[src/rtl/vhp_pkg.sv]
// ----------------------------------------------------------------------------
// Varint header parser package
// Shared constants and types for the header parser and its submodules.
// ----------------------------------------------------------------------------
package vhp_pkg;

    localparam int BYTE_W         = 8;
    localparam int GROUP_W        = 7;
    localparam int SIZE_W         = 64;
    localparam int COUNT_W        = 4;
    localparam int POS_W          = 7;
    localparam int MAX_SIZE_BYTES = 10;

    localparam logic STATUS_OK      = 1'b0;
    localparam logic STATUS_CORRUPT = 1'b1;

    typedef struct packed {
        logic              status;
        logic [SIZE_W-1:0] body_size;
        logic [BYTE_W-1:0] type_code;
    } result_t;

endpackage

[src/rtl/varint_header_parser.sv]
// ----------------------------------------------------------------------------
// Varint header parser
// Decodes a type byte followed by 7-bit size groups (low group first, a set top bit ends the header) into one result.
// ----------------------------------------------------------------------------
// The parser takes one stream byte per cycle with no gaps while the output
// side does not stall. A byte is held in an input register and then folded
// into the header state by a single shift-and-merge step; the result of the
// byte that ends the header is registered in the result register or the skid
// entry before it is presented. The output side has a result register plus a
// skid entry, and input stalls only when both are occupied.
module varint_header_parser (
    input  logic        clk,
    input  logic        rst_n,
    input  logic        s_tvalid,
    output logic        s_tready,
    input  logic [7:0]  s_tdata,   // [7:0] hdr_byte
    output logic        m_tvalid,
    input  logic        m_tready,
    output logic [71:0] m_tdata,   // [7:0] type_code, [71:8] body_size
    output logic [0:0]  m_tuser    // [0] status
);
    import vhp_pkg::*;

    logic              byte_valid;
    logic [BYTE_W-1:0] byte_data;
    logic              can_push;
    logic              take;
    logic              res_valid;
    result_t           res_data;
    result_t           out_data;

    assign take = byte_valid && can_push;

    vhp_in_stage u_in_stage (
        .clk        (clk),
        .rst_n      (rst_n),
        .s_tvalid   (s_tvalid),
        .s_tready   (s_tready),
        .s_tdata    (s_tdata),
        .take       (take),
        .byte_valid (byte_valid),
        .byte_data  (byte_data)
    );

    vhp_decode u_decode (
        .clk       (clk),
        .rst_n     (rst_n),
        .take      (take),
        .byte_data (byte_data),
        .res_valid (res_valid),
        .res_data  (res_data)
    );

    vhp_out_buf u_out_buf (
        .clk       (clk),
        .rst_n     (rst_n),
        .push      (res_valid),
        .push_data (res_data),
        .can_push  (can_push),
        .out_valid (m_tvalid),
        .out_ready (m_tready),
        .out_data  (out_data)
    );

    assign m_tdata = {out_data.body_size, out_data.type_code};
    assign m_tuser = out_data.status;

endmodule

[src/rtl/vhp_in_stage.sv]
// ----------------------------------------------------------------------------
// Varint header parser input stage
// Registers one stream byte and holds it until the decoder takes it.
// ----------------------------------------------------------------------------
module vhp_in_stage (
    input  logic                       clk,
    input  logic                       rst_n,
    input  logic                       s_tvalid,
    output logic                       s_tready,
    input  logic [vhp_pkg::BYTE_W-1:0] s_tdata,
    input  logic                       take,
    output logic                       byte_valid,
    output logic [vhp_pkg::BYTE_W-1:0] byte_data
);
    import vhp_pkg::*;

    logic              valid_reg;
    logic              valid_next;
    logic [BYTE_W-1:0] data_reg;

    assign s_tready   = !valid_reg || take;
    assign valid_next = (s_tvalid && s_tready) ? 1'b1 : (take ? 1'b0 : valid_reg);
    assign byte_valid = valid_reg;
    assign byte_data  = data_reg;

    always_ff @(posedge clk or negedge rst_n)
    begin
        if (!rst_n)
        begin
            valid_reg <= 1'b0;
        end
        else
        begin
            valid_reg <= valid_next;
        end
    end

    always_ff @(posedge clk)
    begin
        if (s_tvalid && s_tready)
        begin
            data_reg <= s_tdata;
        end
    end

endmodule

[src/rtl/vhp_decode.sv]
// ----------------------------------------------------------------------------
// Varint header parser decoder
// Holds the header state and folds one byte into it per transfer.
// ----------------------------------------------------------------------------
module vhp_decode (
    input  logic                       clk,
    input  logic                       rst_n,
    input  logic                       take,
    input  logic [vhp_pkg::BYTE_W-1:0] byte_data,
    output logic                       res_valid,
    output vhp_pkg::result_t           res_data
);
    import vhp_pkg::*;

    logic               in_size_phase_reg;
    logic               in_size_phase_next;
    logic [BYTE_W-1:0]  held_type_reg;
    logic [BYTE_W-1:0]  held_type_next;
    logic [SIZE_W-1:0]  size_accum_reg;
    logic [SIZE_W-1:0]  size_accum_next;
    logic [COUNT_W-1:0] count_reg;
    logic [COUNT_W-1:0] count_next;
    logic [COUNT_W-1:0] count_inc;
    logic [POS_W-1:0]   pos;
    logic [SIZE_W-1:0]  group_shifted;
    logic [SIZE_W-1:0]  accum_or;

    assign pos       = POS_W'({3'b000, count_reg} * POS_W'(GROUP_W));
    assign count_inc = count_reg + COUNT_W'(1);

    always_comb
    begin
        group_shifted = '0;
        if (pos < POS_W'(SIZE_W))
        begin
            group_shifted = SIZE_W'(byte_data[GROUP_W-1:0]) << pos[5:0];
        end
        accum_or = size_accum_reg | group_shifted;

        in_size_phase_next = in_size_phase_reg;
        held_type_next     = held_type_reg;
        size_accum_next    = size_accum_reg;
        count_next         = count_reg;
        res_valid          = 1'b0;
        res_data.type_code = held_type_reg;
        res_data.body_size = accum_or;
        res_data.status    = STATUS_OK;

        if (take)
        begin
            if (!in_size_phase_reg)
            begin
                held_type_next     = byte_data;
                size_accum_next    = '0;
                count_next         = '0;
                in_size_phase_next = 1'b1;
            end
            else
            begin
                size_accum_next = accum_or;
                if (byte_data[BYTE_W-1])
                begin
                    res_valid          = 1'b1;
                    in_size_phase_next = 1'b0;
                    count_next         = '0;
                end
                else if (count_inc >= COUNT_W'(MAX_SIZE_BYTES))
                begin
                    res_valid          = 1'b1;
                    res_data.body_size = '0;
                    res_data.status    = STATUS_CORRUPT;
                    in_size_phase_next = 1'b0;
                    count_next         = '0;
                end
                else
                begin
                    count_next = count_inc;
                end
            end
        end
    end

    always_ff @(posedge clk or negedge rst_n)
    begin
        if (!rst_n)
        begin
            in_size_phase_reg <= 1'b0;
            held_type_reg     <= '0;
            size_accum_reg    <= '0;
            count_reg         <= '0;
        end
        else
        begin
            in_size_phase_reg <= in_size_phase_next;
            held_type_reg     <= held_type_next;
            size_accum_reg    <= size_accum_next;
            count_reg         <= count_next;
        end
    end

endmodule

[src/rtl/vhp_out_buf.sv]
// ----------------------------------------------------------------------------
// Varint header parser output buffer
// Output register with a skid entry so results keep flowing under stalls.
// ----------------------------------------------------------------------------
module vhp_out_buf (
    input  logic             clk,
    input  logic             rst_n,
    input  logic             push,
    input  vhp_pkg::result_t push_data,
    output logic             can_push,
    output logic             out_valid,
    input  logic             out_ready,
    output vhp_pkg::result_t out_data
);
    import vhp_pkg::*;

    logic    out_valid_reg;
    logic    out_valid_next;
    result_t out_data_reg;
    logic    skid_valid_reg;
    logic    skid_valid_next;
    result_t skid_data_reg;
    logic    load_out;

    assign can_push  = !skid_valid_reg;
    assign load_out  = !out_valid_reg || out_ready;
    assign out_valid = out_valid_reg;
    assign out_data  = out_data_reg;

    always_comb
    begin
        out_valid_next  = out_valid_reg;
        skid_valid_next = skid_valid_reg;
        if (load_out)
        begin
            out_valid_next  = skid_valid_reg || push;
            skid_valid_next = 1'b0;
        end
        else if (push)
        begin
            skid_valid_next = 1'b1;
        end
    end

    always_ff @(posedge clk or negedge rst_n)
    begin
        if (!rst_n)
        begin
            out_valid_reg  <= 1'b0;
            skid_valid_reg <= 1'b0;
        end
        else
        begin
            out_valid_reg  <= out_valid_next;
            skid_valid_reg <= skid_valid_next;
        end
    end

    always_ff @(posedge clk)
    begin
        if (load_out)
        begin
            out_data_reg <= skid_valid_reg ? skid_data_reg : push_data;
        end
        else if (push)
        begin
            skid_data_reg <= push_data;
        end
    end

endmodule

[config.mk]
export PLATFORM = sky130hd
export DESIGN_NAME = varint_header_parser
export DESIGN_NICKNAME = d
export VERILOG_FILES = /design/src/rtl/vhp_pkg.sv /design/src/rtl/varint_header_parser.sv /design/src/rtl/vhp_in_stage.sv /design/src/rtl/vhp_decode.sv /design/src/rtl/vhp_out_buf.sv
export SDC_FILE = /design/constraint.sdc
export NUM_CORES = 1
export LEC_CHECK = 0
export BUFFER_PORTS_ARGS = -buffer_cell sky130_fd_sc_hd__clkbuf_2
export CAP_MARGIN = 5
export CORE_UTILIZATION = 30
export DETAILED_ROUTE_END_ITERATION = 8
export GPL_TIMING_DRIVEN = 0
export HOLD_SLACK_MARGIN = 0.05
export SYNTH_ARGS = -nofsm -noshare
export SYNTH_HDL_FRONTEND = slang
export SYNTH_SLANG_ARGS = --single-unit
[constraint.sdc]
create_clock -name clk -period 9.1 [get_ports clk]
set_clock_uncertainty 0.1 [all_clocks]
set_input_delay 0.91 -clock clk [delete_from_list [all_inputs] [get_ports clk]]
set_output_delay 0.91 -clock clk [all_outputs]
set_load 0.01 [all_outputs]
==> results.yml <==
critical_path:
  cpLargestDelayFamily: "adder cells"
  critPathCaptureType: "flip-flop"
  crit_slowest_cell: "o22ai_1"
  critPathMaxStageDelay_ns: 0.78
  worstPathRequired_ns: 9.35
  crit_path_cell_trace: "buf_4, clkinv_1, fa_1, inv_1, ha_1, inv_1, fa_1, buf_2, clkbuf_1, nand2_1, o22ai_1, a21oi_1, o21ai_0"
  crit_fanout: 10
  crit_type: "flip-flop to flip-flop"
  arrival_ns: 5.05
  path_buf_inv: 6
  start_kind: "flip-flop"
yosys:
  ys_seq_elements: 234
  synth_area_per_cell_um2: 11.8
  synth_ff_type: "edfxtp_1"
  syn_area_um2: 10500
  syn-num-nets: 913
  ys_types: 78
  ys_seq_area_share_pct: 63.2
  synth-edff-count: 154
  ys.warnings.count: 0
  syn_inst: 889
  synthArstFlopShare_pct: 34.2
sta:
  finalCritPeriodShare_pct: 52.6
  slew_violations: 0
  worstMarginPinSlew_ns: 0.971
  slew_headroom_pct: 35.3
  hold_violations: 0
  finalSetupViolations: 0
  period_needed_ns: 4.79
  rsz0062_at_grt: "no"
  timing.fmax_mhz: 209
  holdWs_ns: 0.292
  fin_ws_ns: 4.31
routing:
  drt-initial-drc-count: 635
  postRouteAntennaNets: 0
  drc: 0
  vias: 7447
  wl_um: 27000
  wl_per_cell_um: 18.2
  drtPass1Iterations: 4
  routed_via_density: 5.04
grt:
  grt_pass1_vias: 7250
  grt_max_degree: 64
  antenna_found_initial: 0
  grt_usage_pct: 15.1
  grt_pass1_wl_um: 42000
  grt-ovfl-total: 0
pwr:
  irDropWorstVdd_mv: 0.126
  power_density_nw_per_um2: 243
  total_power_w: 0.00300
  p_leak_nw: 5.09
final_layout:
  fill_cells: 3388
  antenna_cells: 0
  final_core_util_pct: 35.9
  drive_gt1_share_pct: 19.1
  syn2layout_area_growth_pct: 18.1
  seq_area_um2: 6630
  nNetsFinal: 1029
  multi_input_area_um2: 3520
clocking:
  ctsHoldBuffers: 0
  cts.clk_slew.worst_paths_ns: 0.07
  clock_sinks: 234
  h-tree-depth: 1
  clock_latency_ns: 0.53
  cts_made_buffers: 24
  ctsLongestPathBuffers: 3
  post_cts_buffers: 0
  cts_resized: 0
  root_buffer: "clkbuf_16"
  cts_tree: "done"
floorplan:
  die_h_um: 189
  io-pin-count: 87
  std_cell_rows: 68
  die_w_um: 189
  fp.dieArea_um2: 35700
  core_area_um2: 34500
  initial_utilization_pct: 30.4
placed_design:
  pre_cts_ws_ns: 4.39
  port_buffers: 86
  dp_hpwl_um: 19200
  place_congestion: 0.927
run:
  maxCapViolCount: 0
outcome:
  status: "finished, final reports clean"
worst_hold_path:
  hp-class: "input pin to async pin"
==> synth_stat cells (2+ instances only) <==
cell | number | area [µm²]
o211a_1 | 2 | 20.0
dfrtp_1 | 80 | 2000
nand4bb_1 | 2 | 22.5
and3_1 | 4 | 25.0
nand2b_1 | 10 | 62.6
o211ai_1 | 4 | 30.0
a32o_1 | 7 | 70.1
o21bai_1 | 2 | 15.0
nor2_1 | 100 | 375
mux2_2 | 14 | 158
o21ai_0 | 58 | 290
nor4_4 | 3 | 63.8
edfxtp_1 | 154 | 4620
a31oi_1 | 17 | 106
mux2i_1 | 9 | 90.1
fa_1 | 4 | 80.1
xor2_1 | 2 | 17.5
clkbuf_1 | 28 | 105
nor3_1 | 6 | 30.0
nand2_1 | 108 | 405
nand4b_1 | 3 | 26.3
o41ai_1 | 2 | 17.5
o22ai_1 | 10 | 62.6
buf_2 | 19 | 95.1
nand3b_1 | 3 | 22.5
a22oi_1 | 5 | 37.5
a22o_1 | 33 | 289
a21oi_1 | 72 | 360
or4_4 | 2 | 22.5
a211o_1 | 2 | 17.5
nand3_1 | 11 | 55.1
o2bb2ai_1 | 4 | 35.0
ha_1 | 8 | 100
xnor2_2 | 2 | 32.5
o21ai_1 | 11 | 55.1
nor2b_1 | 4 | 25.0
nor3_2 | 3 | 30.0
a221oi_1 | 4 | 35.0
nand4_1 | 2 | 12.5
inv_1 | 15 | 56.3
clkinv_1 | 2 | 7.51
a21o_1 | 7 | 52.6
buf_4 | 8 | 60.1
and2_1 | 9 | 56.3
==> stage by stage <==
stage | cell area (µm²) | instances | setup TNS, ns
after CTS | 12400 | 1478 | 0
final | 12400 | 1478 | 0
after global placement | 11500 | 1430 | -90.06
after global routing | 12400 | 1478 | 0
after detailed placement | 11600 | 1434 | 0
after floorplan | 10500 | 889 | 0
==> placed cells by master, fill, tap and decap left out, types with 19 or more instances in the layout <==
cell and instances:
dfrtp_1 80, clkbuf_16 24, nor2_1 99, a21oi_1 72, clkbuf_1 30, o21ai_0 58, nand2_1 108, edfxtp_1 154
a22o_1 33, clkbuf_2 85, buf_2 19
==> layer usage <==
| metal | vias to the layer above | share of wire, % | wire length [µm] | global-route usage [%] |
|---|---|---|---|---|
| met5 | - | 0 | 0 | 0 |
| met4 | 0 | 2.9 | 786 | 5.18 |
| met3 | 41 | 5.4 | 1450 | 2.26 |
| met2 | 198 | 48 | 13100 | 25.4 |
| met1 | 3705 | 43 | 11700 | 19.7 |
| li1 | 3503 | - | - | - |
==> report_power, final <==
group          internal (W)  leakage [nW]  switching [W]
Sequential          0.00132          2.60      0.0000627
Clock              0.000561         0.381       0.000423
Combinational      0.000209          2.11       0.000426
==> path summary, 6_finish.rpt <==
kind,to,slack [ns],depth (start not counted),start
worst max-delay path,u_out_buf.out_data[18]$_DFFE_PN_,4.31,13,u_decode.count_reg[0]$_DFFE_PN0P_
worst min-delay path,u_out_buf.out_valid$_DFFE_PN0N_,0.29,1,rst_n
worst max register to register,u_out_buf.out_data[18]$_DFFE_PN_,4.31,13,u_decode.count_reg[0]$_DFFE_PN0P_
worst min register to register,u_out_buf.skid_data_reg[1]$_DFFE_PP_,0.37,0,u_decode.held_type_reg[1]$_DFFE_PN0P_
max in group asynchronous,u_decode.size_accum_reg[39]$_DFFE_PN0P_,7.96,2,rst_n
min in group clk,u_out_buf.skid_data_reg[1]$_DFFE_PP_,0.37,0,u_decode.held_type_reg[1]$_DFFE_PN0P_
==> cells by family after synthesis <==
kind of cell	Yosys count	synth area share, %
multiplexers	24	2.50
flip-flops	234	63.2
adder cells (fa/ha/maj)	12	1.72
AND/OR/NAND/NOR	280	12.5
buffers and inverters	75	3.27
AO/OA/AOI/OAI	259	16.2
XOR/XNOR	5	0.561
==> worst reg2reg max path, cell delays in order, from the launching register on <==
cell and delay, ns:
dfrtp_1 0.49, buf_4 0.24, clkinv_1 0.27, fa_1 0.54, inv_1 0.06, ha_1 0.24
inv_1 0.09, fa_1 0.53, buf_2 0.24, clkbuf_1 0.39, nand2_1 0.18, o22ai_1 0.78
a21oi_1 0.23, o21ai_0 0.26
==> cell type report <==
class,instances,share of cell area [%]
timing repair buffer,90,4.27
clock buffer,28,5.13
buffer,57,2.22
sequential,234,53.5
multi-input combinational,580,28.5
clock inverter,16,1.23
tap,455,4.60
inverter,18,0.546
Power figures use the tool's default switching activity.
